[src/sv/dtf_pkg.sv]
package dtf_pkg;

	// fixed field widths
	localparam int COORD_W       = 8;
	localparam int SIZE_W        = 9;
	localparam int DEPTH_FIELD_W = 16;
	localparam int COLOR_W       = 32;

	// default sizes
	localparam int MAX_WIDTH_DEF  = 256;
	localparam int MAX_HEIGHT_DEF = 256;
	localparam int FRAC_BITS_DEF  = 14;

	localparam logic [COLOR_W-1:0] CLEAR_COLOR = 32'h0000_00FF;

	// configuration register indexes
	localparam logic [0:0] CFG_WIDTH  = 1'b0;
	localparam logic [0:0] CFG_HEIGHT = 1'b1;

	typedef enum logic [1:0] {
		REQ_DRAW  = 2'd0,
		REQ_CLEAR = 2'd1,
		REQ_READ  = 2'd2,
		REQ_NOP   = 2'd3
	} req_t;

	typedef struct packed {
		req_t kind;
		logic oor;
	} req_info_t;

endpackage

[src/sv/dtf_req_dec.sv]
module dtf_req_dec #(
	parameter int MAX_WIDTH  = 256,
	parameter int MAX_HEIGHT = 256,
	parameter int FRAC_BITS  = 14,
	parameter int AW         = 16,
	parameter int DW         = 16
) (
	input  logic [dtf_pkg::SIZE_W-1:0]               width_in_use,
	input  logic [dtf_pkg::SIZE_W-1:0]               height_in_use,
	input  logic [1:0]                               req_type,
	input  logic [dtf_pkg::COORD_W-1:0]              pos_x,
	input  logic [dtf_pkg::COORD_W-1:0]              pos_y,
	input  logic signed [dtf_pkg::DEPTH_FIELD_W-1:0] frag_depth,
	output dtf_pkg::req_info_t                       info,
	output logic [AW-1:0]                            addr,
	output logic [AW:0]                              clr_count,
	output logic signed [DW-1:0]                     depth_sat,
	output logic signed [DW-1:0]                     depth_floor
);
	import dtf_pkg::*;

	logic [SIZE_W-1:0]    eff_w;
	logic [SIZE_W-1:0]    eff_h;
	logic [16:0]          lin_addr;
	logic [17:0]          area;
	logic signed [DW-1:0] d_ext;
	logic signed [DW-1:0] one;
	req_t                 kind;

	// sizes in use saturate at the store dimensions
	assign eff_w = (32'(width_in_use) > MAX_WIDTH) ? SIZE_W'(MAX_WIDTH) : width_in_use;
	assign eff_h = (32'(height_in_use) > MAX_HEIGHT) ? SIZE_W'(MAX_HEIGHT) : height_in_use;

	assign lin_addr  = 17'(pos_y) * 17'(eff_w) + 17'(pos_x);
	assign addr      = AW'(lin_addr);
	assign area      = 18'(eff_w) * 18'(eff_h);
	assign clr_count = (AW+1)'(area);

	assign kind = req_t'(req_type);

	always_comb begin
		info.kind = kind;
		info.oor  = 1'b0;
		if (kind == REQ_DRAW || kind == REQ_READ) begin
			info.oor = (SIZE_W'(pos_x) >= eff_w) || (SIZE_W'(pos_y) >= eff_h);
		end
	end

	// saturate to [-1, 1]
	assign one         = DW'(1) <<< FRAC_BITS;
	assign depth_floor = -one;
	assign d_ext       = DW'(frag_depth);

	always_comb begin
		if (d_ext > one) begin
			depth_sat = one;
		end else if (d_ext < depth_floor) begin
			depth_sat = depth_floor;
		end else begin
			depth_sat = d_ext;
		end
	end

endmodule

[config.mk]
export PLATFORM = sky130hd
export DESIGN_NAME = dtf_req_dec
export DESIGN_NICKNAME = d
export VERILOG_FILES = /design/src/sv/dtf_pkg.sv /design/src/sv/dtf_req_dec.sv
export SDC_FILE = /design/constraint.sdc
export NUM_CORES = 1
export LEC_CHECK = 0
export ABC_AREA = 1
export BUFFER_PORTS_ARGS = -buffer_cell sky130_fd_sc_hd__buf_4
export CORE_MARGIN = 5
export CORE_UTILIZATION = 55
export DETAILED_ROUTE_END_ITERATION = 16
export PLACE_DENSITY = 0.79
export RECOVER_POWER = 50
export SLEW_MARGIN = 25
export SYNTH_ARGS = -nofsm -noshare
export SYNTH_HDL_FRONTEND = slang
export SYNTH_SLANG_ARGS = --single-unit
[constraint.sdc]
create_clock -name vclk -period 8.1
set_clock_uncertainty 0.05 [all_clocks]
set_input_delay 1.215 -clock vclk [all_inputs]
set_output_delay 1.215 -clock vclk [all_outputs]
set_load 0.1 [all_outputs]
### Word-level counts from Yosys, hierarchy flattened

Index checks and enable logic that the tools add are counted.
W data, S select, Z words.

| operators by class | value |
|---|---|
| multipliers | 2 |
| eq/ne operators | 1 |
| magnitude comparators | 6 |
| muxes and demuxes | 5 |
| reductions and logical operators | 3 |
| add/subtract/negate cells | 1 |

Operators with widths:

| cell | number |
|---|---|
| $mux W16 | 2 |
| $ge A8 B9 Y1 | 2 |
| $gt A9 B9 Y1 const B | 2 |
| $mux W9 | 2 |
| $mul A9 B9 Y17 | 1 |
| $add A16 B8 Y16 | 1 |
| $gt A16 B16 Y1 const B | 1 |
| $lt A16 B15 Y1 const B | 1 |
| $mul A8 B9 Y16 | 1 |
| $eq A2 B2 Y1 const B | 1 |
| $logic_not A2 Y1 | 1 |
| $logic_or A1 B1 Y1 | 2 |
| $mux W1 | 1 |

| word-level totals | value |
|---|---|
| bits in registers | 0 |
| input bits | 52 |

### Depth between registers and ports, before layout

Gate-level depths: netlist (run 1).

| depth | value |
|---|---|
| word-level depth | 5 |
| mapped depth | 24 |
| gate-level depth less buffers | 23 |

### Least setup slack after synthesis (run 1)

OpenSTA, ideal clock, no wires.

| path | value |
|---|---|
| path type | input to output |
| start point | in width_in_use[6] in the netlist's numbering |
| end point | out clr_count[12] |
| path buffers | 1 |
| stages | 19 |
| setup slack | 320 ps |
| arrival | 6515 ps |
| cells stage by stage | inv_2 nand4_2 o21ai_4 inv_6 nor2_8 inv_2 buf_6 nor2_2 fa_1 fa_1 fa_1 inv_1 fa_1 inv_1 ha_1 nand2_1 o21ai_0 a21oi_1 xnor2_1 |

| between the ends | value |
|---|---|
| longest elaborated chain between the ends | 3 |

Ends and longest elaborated chain:

| element | RTL line | text |
|---|---|---|
| start, declared | dtf_req_dec.sv:8 | `input logic [dtf_pkg::SIZE_W-1:0] width_in_use,` |
| $gt A9 B9 Y1 | dtf_req_dec.sv:31 | `assign eff_w = (32'(width_in_use) > MAX_WIDTH) ? SIZE_W'(MAX_WIDTH) : width_in_use;` |
| $mux W9 (*) | dtf_req_dec.sv:31 |  |
| $mul A9 B9 Y17 (*) | dtf_req_dec.sv:36 | `assign area = 18'(eff_w) * 18'(eff_h);` |
| end, declared | dtf_req_dec.sv:16 | `output logic [AW:0] clr_count,` |

Mark *: on every way between the ends. The rest lies on a longest branch, timed or not.

### Worst setup path after layout (run 1)

| path | value |
|---|---|
| start point | in width_in_use[8] in the netlist's numbering |
| end point | out addr[15] |

| between the ends | value |
|---|---|
| longest elaborated chain between the ends | 4 |

Ends and longest elaborated chain:

| element | RTL line | text |
|---|---|---|
| $gt A9 B9 Y1 | dtf_req_dec.sv:31 |  |
| $mux W9 (*) | dtf_req_dec.sv:31 |  |
| $mul A8 B9 Y16 (*) | dtf_req_dec.sv:34 | `assign lin_addr = 17'(pos_y) * 17'(eff_w) + 17'(pos_x);` |
| $add A16 B8 Y16 (*) | dtf_req_dec.sv:34 |  |
| end, declared | dtf_req_dec.sv:15 | `output logic [AW-1:0] addr,` |

Marked as above.

==> impl_results.rst, run 1 <==
.. list-table::
   :header-rows: 1

   * - Metric
     - Value
   * - Gp weighted congestion
     - 0.912
   * - Maximum ir drop on the vdd rail
     - 0.000418 V
   * - Result of the run
     - finished clean
   * - Endpoint of the worst hold path
     - info[2]
   * - Core area
     - 10900 sq um
   * - Synthesized-area fraction occupied by ao, oa, aoi and oai cells
     - 5.02%
   * - Remaining antenna violation count after routing
     - 0
   * - GRT Resource Usage Total
     - 22.2%
   * - Crit-path max cell delay
     - 0.60 ns
   * - Horizontal extent of the die
     - 116 um
   * - Combinational family with the most area after synthesis
     - adder cells
   * - Utilization after layout
     - 63.2%
   * - Number of warnings reported in the yosys synthesis log
     - 0
   * - Clock buffer count
     - 0
   * - Origin of the worst setup path
     - width_in_use[8]
   * - Number of max-cap violations
     - 0
   * - Final worst path period need
     - 7.43 ns
   * - Aggregate global routing overflow
     - 0
   * - Register cell area after layout
     - 0 sq um
   * - Wire length of the first global-routing pass
     - 25100 um
   * - Number of non-filler instances in the completed layout
     - 1111
   * - Instance count after placement with tap cells included
     - 1111
   * - Die Area
     - 13500 sq um
   * - Min-Delay Path Class
     - primary input to primary output
   * - Slowest cell on crit path
     - sky130_fd_sc_hd__nor2_1
   * - Post-CTS Setup Repair Bufs
     - 0
   * - Sequential cell area fraction in the yosys report
     - 0%
   * - Number of input and output port buffers inserted
     - 102
   * - Gates resized, CTS repair
     - 0
   * - Post-route DRC violation count
     - 0
   * - Height of the chip
     - 116 um
   * - Leakage power figure
     - 0.00411 uW
   * - Starting utilization of the core area
     - 56.8%
   * - Number of vias in the routed layout
     - 5662
   * - Largest delay share family, worst path
     - adder cells
   * - Row Count
     - 38
   * - Number of ports placed on the die boundary
     - 120
   * - Worst setup EP type
     - primary output
   * - Post-detailed-route via-to-cell ratio
     - 5.10
   * - Adder-cell share of the synthesized area
     - 49.3%
   * - Final-stage net count
     - 1211
   * - XOR/XNOR share of the synthesized area
     - 2.82%
   * - Number of unique standard cell types used by synthesis
     - 33
   * - Seq cells
     - 0
   * - Detailed-routing iteration count for the pre-antenna-repair pass
     - 6
   * - Data required, critical path
     - 6.84 ns
   * - Actual slew at the worst max-slew pin
     - 1.20 ns
   * - Crit path arrival time
     - 6.16 ns
   * - Peak Freq
     - 0.135 GHz
   * - Unrepaired setup endpoints after global routing
     - false
   * - Simple-gate share of the synthesized area
     - 26.2%
   * - Worst setup path class
     - primary input to primary output
   * - Hold Startpoint
     - req_type[1]
   * - Slew Limit Headroom
     - 20.3%
   * - Avg Inst Size Synth
     - 7.03 sq um
   * - Largest fanout on the critical path
     - 17
   * - Sum Neg Setup Slack
     - 0 ns
   * - Wire per inst
     - 13.0 um
   * - Diode insertion count for antenna repair
     - 0
   * - HPWL reported at the end of detailed placement
     - 12600 um
   * - Number of global-route vias before repair
     - 5615
   * - Number of hold-repair buffers added at the cts stage
     - 0
   * - Cell Chain, Critical Path
     - buf_4, nor2_1, inv_1, nor2_1, fa_1, fa_1, fa_1, inv_1, fa_1, inv_1, ha_1, a21oi_1, o21ai_0, nand2_1, nand2_1, nor2_1, nand2_1, nand2_1, buf_4
   * - Finish-stage setup viols
     - 0
   * - Min Hold Slack
     - 2.38 ns
   * - Detailed Route Iter0 Violations
     - 426
   * - Proportion of synthesized area in mux cells
     - 0%
   * - Gate count after technology mapping
     - 884
   * - WP buf/inv
     - 5
   * - Pwr per Cell Area
     - 189 nW/um^2
   * - Number of cells on the worst hold path
     - 0
   * - Startpoint types
     - primary input
   * - Final period utilization
     - 91.7%
   * - Wire length reported by the detailed router
     - 14400 um
   * - Max-slew violation count
     - 0
   * - Pin count of the biggest net entering global routing
     - 18
   * - Initial antenna violation count
     - 0
   * - Netlist area before placement
     - 6210 sq um
   * - Hold Violations, Final
     - 0
   * - Share of post-route cells with drive strength above 1
     - 12.6%
   * - Area Growth Syn to Fin
     - 11.3%
-- where the power goes --
part	total (uW)	switching (uW)	internal, uW
clock network	0	0	0
registers	0	0	0
logic	1310	1010	305
-- cell type report --
type	instances	area, sq um
Tap cell	140	175
Multi-Input combinational cell	652	5240
Fill cell	1042	4020
Inverter	216	820
Timing Repair Buffer	103	687
-- cell usage after synthesis --
| library cell | instances | share of area (%) |
|---|---|---|
| sky130_fd_sc_hd__a21boi_1 | 2 | 0.24 |
| sky130_fd_sc_hd__a21oi_1 | 39 | 3.1 |
| sky130_fd_sc_hd__buf_12 | 1 | 0.32 |
| sky130_fd_sc_hd__buf_2 | 3 | 0.24 |
| sky130_fd_sc_hd__buf_4 | 18 | 2.2 |
| sky130_fd_sc_hd__buf_6 | 1 | 0.18 |
| sky130_fd_sc_hd__clkbuf_1 | 7 | 0.42 |
| sky130_fd_sc_hd__clkinv_1 | 1 | 0.060 |
| sky130_fd_sc_hd__clkinv_2 | 1 | 0.080 |
| sky130_fd_sc_hd__conb_1 | 2 | 0.12 |
| sky130_fd_sc_hd__fa_1 | 98 | 32 |
| sky130_fd_sc_hd__ha_1 | 88 | 18 |
| sky130_fd_sc_hd__inv_1 | 201 | 12 |
| sky130_fd_sc_hd__inv_2 | 11 | 0.66 |
| sky130_fd_sc_hd__inv_4 | 1 | 0.10 |
| sky130_fd_sc_hd__inv_6 | 1 | 0.14 |
| sky130_fd_sc_hd__nand2_1 | 195 | 12 |
| sky130_fd_sc_hd__nand3_1 | 22 | 1.8 |
| sky130_fd_sc_hd__nand4_1 | 9 | 0.91 |
| sky130_fd_sc_hd__nand4_2 | 1 | 0.20 |
| sky130_fd_sc_hd__nor2_1 | 115 | 6.9 |
| sky130_fd_sc_hd__nor2_2 | 15 | 1.5 |
| sky130_fd_sc_hd__nor2_4 | 6 | 1.1 |
| sky130_fd_sc_hd__nor2_8 | 5 | 1.6 |
| sky130_fd_sc_hd__nor3_1 | 1 | 0.080 |
| sky130_fd_sc_hd__nor4_1 | 2 | 0.20 |
| sky130_fd_sc_hd__o21ai_0 | 13 | 1.0 |
| sky130_fd_sc_hd__o21ai_1 | 1 | 0.080 |
| sky130_fd_sc_hd__o21ai_4 | 1 | 0.26 |
| sky130_fd_sc_hd__o21bai_1 | 2 | 0.24 |
| sky130_fd_sc_hd__or2_2 | 1 | 0.10 |
| sky130_fd_sc_hd__xnor2_1 | 13 | 1.8 |
| sky130_fd_sc_hd__xor2_1 | 7 | 0.99 |
-- cells in the final DEF, fill, tap and decap left out, types with 5 or more instances in the layout --
cell / instances
sky130_fd_sc_hd__xor2_1: 7
sky130_fd_sc_hd__conb_1: 16
sky130_fd_sc_hd__nor2_1: 116
sky130_fd_sc_hd__clkbuf_1: 23
sky130_fd_sc_hd__o21ai_0: 13
sky130_fd_sc_hd__xnor2_1: 13
sky130_fd_sc_hd__nor2_2: 14
sky130_fd_sc_hd__nor2_8: 5
sky130_fd_sc_hd__inv_2: 11
sky130_fd_sc_hd__inv_1: 201
sky130_fd_sc_hd__nand3_1: 22
sky130_fd_sc_hd__buf_4: 80
sky130_fd_sc_hd__nor2_4: 6
sky130_fd_sc_hd__fa_1: 98
sky130_fd_sc_hd__ha_1: 88
sky130_fd_sc_hd__a21oi_1: 39
sky130_fd_sc_hd__nand4_1: 9
sky130_fd_sc_hd__nand2_1: 195
-- kinds of logic after synthesis --
logic type,Yosys count
XOR/XNOR,20
other,2
AND/OR/NAND/NOR,372
adder cells (fa/ha/maj),186
AO/OA/AOI/OAI,58
buffers and inverters,246
-- metal layers --
layer / up-vias / wire, um / track usage [%]
met5: - / 0 / 0
met4: 0 / 179 / 2.40
met3: 14 / 1220 / 0.933
met2: 210 / 6600 / 36.9
met1: 2669 / 6440 / 33.5
li1: 2769 / - / -
-- through the flow --
step	worst slack [ns]	total power, uW	cell area (sq um)
after detailed placement	0.965	1320	7010
after global placement	0.971	1310	7010
after floorplan	0.320	1090	6260
after global routing	0.411	1410	6920
final	0.673	1310	6920
after CTS	0.953	1330	7010
-- worst max path at each step --
stage | to | slack (ns) | cells after the start
floorplan | clr_count[12] | 0.32 | 19
global placement | addr[15] | 0.97 | 23
detailed placement | addr[15] | 0.96 | 22
CTS | clr_count[16] | 0.95 | 22
global route | addr[15] | 0.41 | 19
finish | addr[15] | 0.67 | 19
No activity file was read; power rests on OpenSTA's default activity.
==> run 2: changes to the inputs <==
--- a/config.mk
+++ b/config.mk
@@ -5,12 +5,12 @@
 export SDC_FILE = /design/constraint.sdc
 export NUM_CORES = 1
 export LEC_CHECK = 0
-export ABC_AREA = 1
+export ABC_AREA = 0
 export BUFFER_PORTS_ARGS = -buffer_cell sky130_fd_sc_hd__buf_4
 export CORE_MARGIN = 5
 export CORE_UTILIZATION = 55
 export DETAILED_ROUTE_END_ITERATION = 16
-export PLACE_DENSITY = 0.79
+export PLACE_DENSITY = 0.8
 export RECOVER_POWER = 50
 export SLEW_MARGIN = 25
 export SYNTH_ARGS = -nofsm -noshare
==> run 2 against run 1 <==
  * Setup slack got worse by 0.17 ns
  * Highest routed layer unchanged
  * Final area fell by 4.7%
  * Count of clock-buffer cells in the layout did not move
  * Worst hold slack improved by 0.00095 ns
  * Synthesized cell count fell by 18%
  * Power fell by 1.5%
  * Synthesized area fell by 6.6%
  * Final cell count fell by 14%
  * Largest cell class unchanged
  * Core utilization rose by 0.57 points
  * Critical path depth fell by 1
  * Combinational power barely moved
  * Wire length fell by 5.0%
==> impl_results.rst, run 2 <==
.. list-table::
   :header-rows: 1

   * - Metric
     - Value
   * - Initial antenna violation count
     - 0 (unchanged)
   * - Number of global-route vias before repair
     - 5246 (was 5615)
   * - Min Hold Slack
     - 2.38 ns (about the same)
   * - Proportion of synthesized area in mux cells
     - 0.194% (was 0%)
   * - Row Count
     - 37 (was 38)
   * - Overall power after layout
     - 1290 uW (was 1310 uW)
   * - Sum Neg Setup Slack
     - 0 ns (unchanged)
   * - Wire length reported by the detailed router
     - 13700 um (was 14400 um)
   * - Clock buffer count
     - 0 (unchanged)
   * - Synthesized-area fraction occupied by ao, oa, aoi and oai cells
     - 7.44% (was 5.02%)
   * - Result of the run
     - finished clean (unchanged)
   * - Max-slew violation count
     - 0 (unchanged)
   * - Remaining antenna violation count after routing
     - 0 (unchanged)
   * - Pwr per Cell Area
     - 196 nW/um^2 (was 189 nW/um^2)
   * - Startpoint types
     - primary input (unchanged)
   * - Worst setup path class
     - primary input to primary output (unchanged)
   * - Number of warnings reported in the yosys synthesis log
     - 0 (unchanged)
   * - Number of max-cap violations
     - 0 (unchanged)
   * - Number of ports placed on the die boundary
     - 120 (unchanged)
   * - Finish-stage setup viols
     - 0 (unchanged)
   * - Data required, critical path
     - 6.84 ns (about the same)
   * - Fill cell total of the finished layout
     - 944 (was 1042)
   * - Post-route DRC violation count
     - 0 (unchanged)
   * - M3 GR Usage
     - 1.44% (was 0.933%)
   * - Instance area at placement
     - 6680 sq um (was 7010 sq um)
   * - Commonest non-fill, non-tap cell in the layout
     - sky130_fd_sc_hd__inv_1 (unchanged)
   * - Wire per inst
     - 14.4 um (was 13.0 um)
   * - Final worst path period need
     - 7.60 ns (was 7.43 ns)
   * - Crit path arrival time
     - 6.33 ns (was 6.16 ns)
   * - Main area contributors after synthesis
     - sky130_fd_sc_hd__fa_1 (34%), sky130_fd_sc_hd__ha_1 (19%), sky130_fd_sc_hd__inv_1 (11%), sky130_fd_sc_hd__and2_1 (7.8%), sky130_fd_sc_hd__nand2_1 (4.7%) (was sky130_fd_sc_hd__fa_1 (32%), sky130_fd_sc_hd__ha_1 (18%), sky130_fd_sc_hd__inv_1 (12%), sky130_fd_sc_hd__nand2_1 (12%), sky130_fd_sc_hd__nor2_1 (6.9%))
   * - Most frequent cells in the layout
     - sky130_fd_sc_hd__inv_1 (163), sky130_fd_sc_hd__fa_1 (98), sky130_fd_sc_hd__buf_4 (89) (was sky130_fd_sc_hd__inv_1 (201), sky130_fd_sc_hd__nand2_1 (195), sky130_fd_sc_hd__nor2_1 (116))
   * - Most crowded layer after global routing
     - met2 (unchanged)
   * - Share of post-route cells with drive strength above 1
     - 11.8% (was 12.6%)
   * - Core area
     - 10300 sq um (was 10900 sq um)
   * - Horizontal extent of the die
     - 113 um (was 116 um)
   * - Height of the chip
     - 113 um (was 116 um)
   * - Hold Violations, Final
     - 0 (unchanged)
   * - Largest fanout on the critical path
     - 27 (was 17)
   * - Seq cells
     - 0 (unchanged)
   * - Global routing met2 resource utilization
     - 39.0% (was 36.9%)
   * - Combinational family with the most area after synthesis
     - adder cells (unchanged)
   * - Area Growth Syn to Fin
     - 13.6% (was 11.3%)
   * - Slew Limit Headroom
     - 21.5% (was 20.3%)
   * - Final period utilization
     - 93.8% (was 91.7%)
   * - Register cell area after layout
     - 0 sq um (unchanged)
   * - Final-stage net count
     - 1055 (was 1211)
   * - Number of non-filler instances in the completed layout
     - 951 (was 1111)
   * - Unrepaired setup endpoints after global routing
     - false (unchanged)
   * - Sequential cell area fraction in the yosys report
     - 0% (unchanged)
   * - Avg Inst Size Synth
     - 8.02 sq um (was 7.03 sq um)
   * - Post-CTS Setup Repair Bufs
     - 0 (unchanged)
   * - Diode insertion count for antenna repair
     - 0 (unchanged)
   * - Aggregate global routing overflow
     - 0 (unchanged)
   * - Starting utilization of the core area
     - 56.2% (was 56.8%)
   * - Number of unique standard cell types used by synthesis
     - 52 (was 33)
   * - XOR/XNOR share of the synthesized area
     - 3.62% (was 2.82%)
   * - Simple-gate share of the synthesized area
     - 21.8% (was 26.2%)
   * - Number of hold-repair buffers added at the cts stage
     - 0 (unchanged)
   * - Detailed Route Iter0 Violations
     - 249 (was 426)
   * - Wire length of the first global-routing pass
     - 23800 um (was 25100 um)
   * - Instance count after placement with tap cells included
     - 951 (was 1111)
   * - Worst setup EP type
     - primary output (unchanged)
   * - Pin count of the biggest net entering global routing
     - 28 (was 18)
   * - Number of vias in the routed layout
     - 4934 (was 5662)
   * - Die Area
     - 12700 sq um (was 13500 sq um)
   * - Synth top area share
     - 33.8% (was 31.6%)
   * - Detailed-routing iteration count for the pre-antenna-repair pass
     - 4 (was 6)
   * - Design Area, Final
     - 6590 sq um (was 6920 sq um)
   * - Adder-cell share of the synthesized area
     - 52.8% (was 49.3%)
   * - Maximum ir drop on the vdd rail
     - 0.000444 V (was 0.000418 V)
   * - Dominant cell type by area after synthesis
     - sky130_fd_sc_hd__fa_1 (unchanged)
   * - Post-detailed-route via-to-cell ratio
     - 5.19 (was 5.10)
   * - Min-Delay Path Class
     - primary input to primary output (unchanged)
   * - Number of input and output port buffers inserted
     - 102 (unchanged)
   * - Gates resized, CTS repair
     - 0 (unchanged)
   * - Gate count after technology mapping
     - 723 (was 884)
   * - GRT Resource Usage Total
     - 22.0% (was 22.2%)
   * - Actual slew at the worst max-slew pin
     - 1.18 ns (was 1.20 ns)
   * - GR met1 Demand/Resource
     - 30.6% (was 33.5%)
   * - Library cell with the highest instance count after synthesis
     - sky130_fd_sc_hd__inv_1 (unchanged)
   * - Peak Freq
     - 0.132 GHz (was 0.135 GHz)
   * - Leakage power figure
     - 0.00366 uW (was 0.00411 uW)
   * - Netlist area before placement
     - 5800 sq um (was 6210 sq um)
   * - Top cells by instance count after synthesis
     - sky130_fd_sc_hd__inv_1 (163), sky130_fd_sc_hd__fa_1 (98), sky130_fd_sc_hd__ha_1 (88) (was sky130_fd_sc_hd__inv_1 (201), sky130_fd_sc_hd__nand2_1 (195), sky130_fd_sc_hd__nor2_1 (115))
   * - Gp weighted congestion
     - 0.877 (was 0.912)
   * - HPWL reported at the end of detailed placement
     - 11900 um (was 12600 um)
run 2: cell count changes after synthesis, moves of 21 or more:
cell / previous run / this run
sky130_fd_sc_hd__a21oi_1: 39 / 18
sky130_fd_sc_hd__and2_1: 0 / 72
sky130_fd_sc_hd__inv_1: 201 / 163
sky130_fd_sc_hd__nand2_1: 195 / 72
sky130_fd_sc_hd__nor2_1: 115 / 50
sky130_fd_sc_hd__nor2b_1: 0 / 22
run 2: metal layers:
| metal | wire, um | vias up |
|---|---|---|
| met4 | 114 | 0 |
| met2 | 6740 | 160 |
| li1 | - | 2374 |
| met1 | 5980 | 2393 |
| met5 | 0 | - |
| met3 | 880 | 7 |
run 2: worst max-delay path, stage by stage:
cell                       delay [ns]
sky130_fd_sc_hd__buf_4           0.20
sky130_fd_sc_hd__nand2b_1        0.29
sky130_fd_sc_hd__inv_1           0.34
sky130_fd_sc_hd__nand2_1         0.13
sky130_fd_sc_hd__fa_1            0.51
sky130_fd_sc_hd__fa_1            0.54
sky130_fd_sc_hd__inv_1           0.05
sky130_fd_sc_hd__fa_1            0.52
sky130_fd_sc_hd__inv_1           0.05
sky130_fd_sc_hd__fa_1            0.53
sky130_fd_sc_hd__inv_1           0.04
sky130_fd_sc_hd__ha_1            0.35
sky130_fd_sc_hd__a21o_1          0.20
sky130_fd_sc_hd__a31o_1          0.22
sky130_fd_sc_hd__o21a_1          0.23
sky130_fd_sc_hd__or4_1           0.48
sky130_fd_sc_hd__nand4_1         0.11
sky130_fd_sc_hd__buf_4           0.29
run 2: final cells by class:
class                      count  area [sq um]  area share, %
timing repair buffer         114           762           11.6
multi-input combinational    538          5040           76.6
tap                          136           170           2.58
inverter                     163           612           9.29
run 2: final timing paths:
kind | from | to | cells after the start
setup / recovery | width_in_use[8] | addr[14] | 18
hold / removal | req_type[1] | info[2] | 0
run 2: report_power, final:
part / total [uW] / leakage, uW / internal [uW] / switching (uW)
sequential: 0 / 0 / 0 / 0
combinational: 1290 / 0.00366 / 318 / 972
clock: 0 / 0 / 0 / 0
total: 1290 / 0.00366 / 318 / 972
run 2: cell families after synthesis:
logic type | count (synthesis)
buf+inv | 199
other cells | 2
compound gates | 62
xor+xnor | 24
mux | 1
fa+ha+maj | 186
simple gates | 249
run 2: per-stage QoR:
stage               setup slack [ns]  utilization, %
global route                   0.176            63.8
detailed placement             0.545            64.7
floorplan                      0.158               -
CTS                            0.538            64.7
finish                         0.503            63.8
global placement               0.656            64.7
==> run 3: changes to the inputs <==
--- a/config.mk
+++ b/config.mk
@@ -8,9 +8,8 @@
 export ABC_AREA = 0
 export BUFFER_PORTS_ARGS = -buffer_cell sky130_fd_sc_hd__buf_4
 export CORE_MARGIN = 5
-export CORE_UTILIZATION = 55
+export CORE_UTILIZATION = 30
 export DETAILED_ROUTE_END_ITERATION = 16
-export PLACE_DENSITY = 0.8
 export RECOVER_POWER = 50
 export SLEW_MARGIN = 25
 export SYNTH_ARGS = -nofsm -noshare
==> run 3 against run 2 <==
  * Core utilization fell by 28 points
  * Fmax grew 0.93%
  * Sequential share of layout area unchanged
  * Setup slack improved by 0.070 ns
  * Worst hold slack lost 0.00094 ns
  * Global-route usage decreased by 9.3 points
  * Wire length rose by 3.1%
  * Die area grew 75%
  * Critical path depth rose by 1
  * Power rose by 0.15%
  * Combinational power is essentially flat
  * Non-clock buffer count grew 3
  * Critical path type unchanged
  * Largest cell class unchanged
==> impl_results.rst, run 3 (synthesis gave the netlist of run 2 again) <==
.. list-table::
   :header-rows: 1

   * - Metric
     - Value
   * - Result of the run
     - finished clean (unchanged)
   * - HPWL reported at the end of detailed placement
     - 12400 um (was 11900 um)
   * - Min-Delay Path Class
     - primary input to primary output (unchanged)
   * - Slew Limit Headroom
     - 16.2% (was 21.5%)
   * - Number of ports placed on the die boundary
     - 120 (unchanged)
   * - Starting utilization of the core area
     - 30.7% (was 56.2%)
   * - Detailed Route Iter0 Violations
     - 185 (was 249)
   * - Diode insertion count for antenna repair
     - 0 (unchanged)
   * - Hold Violations, Final
     - 0 (unchanged)
   * - Clock Power Share
     - 0% (about the same)
   * - Commonest non-fill, non-tap cell in the layout
     - sky130_fd_sc_hd__inv_1 (unchanged)
   * - Register cell area after layout
     - 0 sq um (unchanged)
   * - Most frequent cells in the layout
     - sky130_fd_sc_hd__inv_1 (163), sky130_fd_sc_hd__fa_1 (98), sky130_fd_sc_hd__buf_4 (92) (was sky130_fd_sc_hd__inv_1 (163), sky130_fd_sc_hd__fa_1 (98), sky130_fd_sc_hd__buf_4 (89))
   * - Unrepaired setup endpoints after global routing
     - false (unchanged)
   * - Gates resized, CTS repair
     - 0 (unchanged)
   * - Peak Freq
     - 0.133 GHz (was 0.132 GHz)
   * - Cell Chain, Critical Path
     - buf_4, nor2b_1, buf_4, inv_1, buf_4, nor2_1, fa_1, fa_1, fa_1, inv_1, fa_1, inv_1, ha_1, a2111oi_0, o21ai_0, or3b_2, nand2_1, xor2_1, buf_4 (was buf_4, nand2b_1, inv_1, nand2_1, fa_1, fa_1, inv_1, fa_1, inv_1, fa_1, inv_1, ha_1, a21o_1, a31o_1, o21a_1, or4_1, nand4_1, buf_4)
   * - Slowest cell on crit path
     - sky130_fd_sc_hd__fa_1 (unchanged)
   * - Number of max-cap violations
     - 0 (unchanged)
   * - Number of global-route vias before repair
     - 4936 (was 5246)
   * - Actual slew at the worst max-slew pin
     - 1.26 ns (was 1.18 ns)
   * - Data required, critical path
     - 6.84 ns (about the same)
   * - Net load switching power
     - 974 uW (was 972 uW)
   * - Post-CTS Setup Repair Bufs
     - 0 (unchanged)
   * - Pwr per Cell Area
     - 191 nW/um^2 (was 196 nW/um^2)
   * - Pin count of the biggest net entering global routing
     - 28 (unchanged)
   * - Aggregate global routing overflow
     - 0 (unchanged)
   * - Wire length of the first global-routing pass
     - 23800 um (about the same)
   * - Post-route setup slack
     - 0.573 ns (was 0.503 ns)
   * - Max-slew violation count
     - 0 (unchanged)
   * - WP buf/inv
     - 7 (was 6)
   * - Height of the chip
     - 149 um (was 113 um)
   * - Overall power after layout
     - 1290 uW (about the same)
   * - Cell-internal power
     - 318 uW (about the same)
   * - Post-Place Worst Slack
     - 0.640 ns (was 0.545 ns)
   * - Final-stage net count
     - 1058 (was 1055)
   * - Crit path arrival time
     - 6.26 ns (was 6.33 ns)
   * - Area Growth Syn to Fin
     - 16.7% (was 13.6%)
   * - Remaining antenna violation count after routing
     - 0 (unchanged)
   * - Die Area
     - 22200 sq um (was 12700 sq um)
   * - Clock buffer count
     - 0 (unchanged)
   * - Final period utilization
     - 92.9% (was 93.8%)
   * - Number of vias in the routed layout
     - 4838 (was 4934)
   * - Worst setup path class
     - primary input to primary output (unchanged)
   * - Utilization after layout
     - 35.8% (was 63.8%)
   * - Register share of total power
     - 0% (about the same)
   * - Number of input and output port buffers inserted
     - 102 (unchanged)
   * - Crit-path max cell delay
     - 0.55 ns (was 0.54 ns)
   * - Wire length reported by the detailed router
     - 14100 um (was 13700 um)
   * - Detailed-routing iteration count for the pre-antenna-repair pass
     - 4 (unchanged)
   * - Leakage power figure
     - 0.00368 uW (was 0.00366 uW)
   * - Proportion of total power due to net switching
     - 75.4% (was 75.3%)
   * - Startpoint types
     - primary input (unchanged)
   * - Final worst path period need
     - 7.53 ns (was 7.60 ns)
   * - Wire per inst
     - 13.1 um (was 14.4 um)
   * - Worst setup EP type
     - primary output (unchanged)
   * - Core area
     - 18900 sq um (was 10300 sq um)
   * - Number of hold-repair buffers added at the cts stage
     - 0 (unchanged)
   * - Gp weighted congestion
     - 0.845 (was 0.877)
   * - GRT Resource Usage Total
     - 12.7% (was 22.0%)
   * - Sum Neg Setup Slack
     - 0 ns (unchanged)
   * - Share of post-route cells with drive strength above 1
     - 12.1% (was 11.8%)
   * - Post-route DRC violation count
     - 0 (unchanged)
   * - Largest fanout on the critical path
     - 27 (unchanged)
   * - Min Hold Slack
     - 2.38 ns (about the same)
   * - Maximum ir drop on the vdd rail
     - 0.000176 V (was 0.000444 V)
   * - Row Count
     - 50 (was 37)
   * - Finish-stage setup viols
     - 0 (unchanged)
   * - Combinational power share
     - 100.0% (about the same)
   * - Post-detailed-route via-to-cell ratio
     - 4.49 (was 5.19)
   * - Seq cells
     - 0 (unchanged)
   * - Initial antenna violation count
     - 0 (unchanged)
   * - Largest delay share family, worst path
     - adder cells (unchanged)
   * - Horizontal extent of the die
     - 149 um (was 113 um)
run 3: cell types whose count changed in the layout (fill, tap and decap cells not counted), sizes merged:
cell,change
buf,+3
run 3: power groups by stage:
stage,Combinational [uW],Clock (uW),Sequential (uW)
floorplan,1060,0,0
global placement,1310,0,0
finish,1290,0,0
global route,1390,0,0
CTS,1320,0,0
detailed placement,1310,0,0
run 3: cell type report:
type                       count  area, sq um
fill                        2070        12100
timing repair buffer         117          785
multi-input combinational    538         5040
tap                          260          325
inverter                     163          612
run 3: metrics by stage:
| step | cells | instance area [sq um] |
|---|---|---|
| 2_1_floorplan | 737 | 5860 |
| 3_3_place_gp | 1078 | 6860 |
| 3_5_place_dp | 1078 | 6860 |
| 4_1_cts | 1078 | 6860 |
| 5_1_grt | 1078 | 6770 |
| 6_report | 1078 | 6770 |
run 3: worst paths after layout:
path | startpoint | cells after the start | to | slack, ns
setup / recovery | width_in_use[8] | 19 | clr_count[13] | 0.57
hold / removal | req_type[1] | 0 | info[2] | 2.38
run 3: layer usage:
| layer | global-route usage, % | share of wire (%) | vias up |
|---|---|---|---|
| met5 | 0 | 0 | - |
| li1 | - | - | 2381 |
| met1 | 19.4 | 48 | 2332 |
| met4 | 0.549 | 0.40 | 0 |
| met2 | 20.9 | 46 | 118 |
| met3 | 0.820 | 5.3 | 7 |
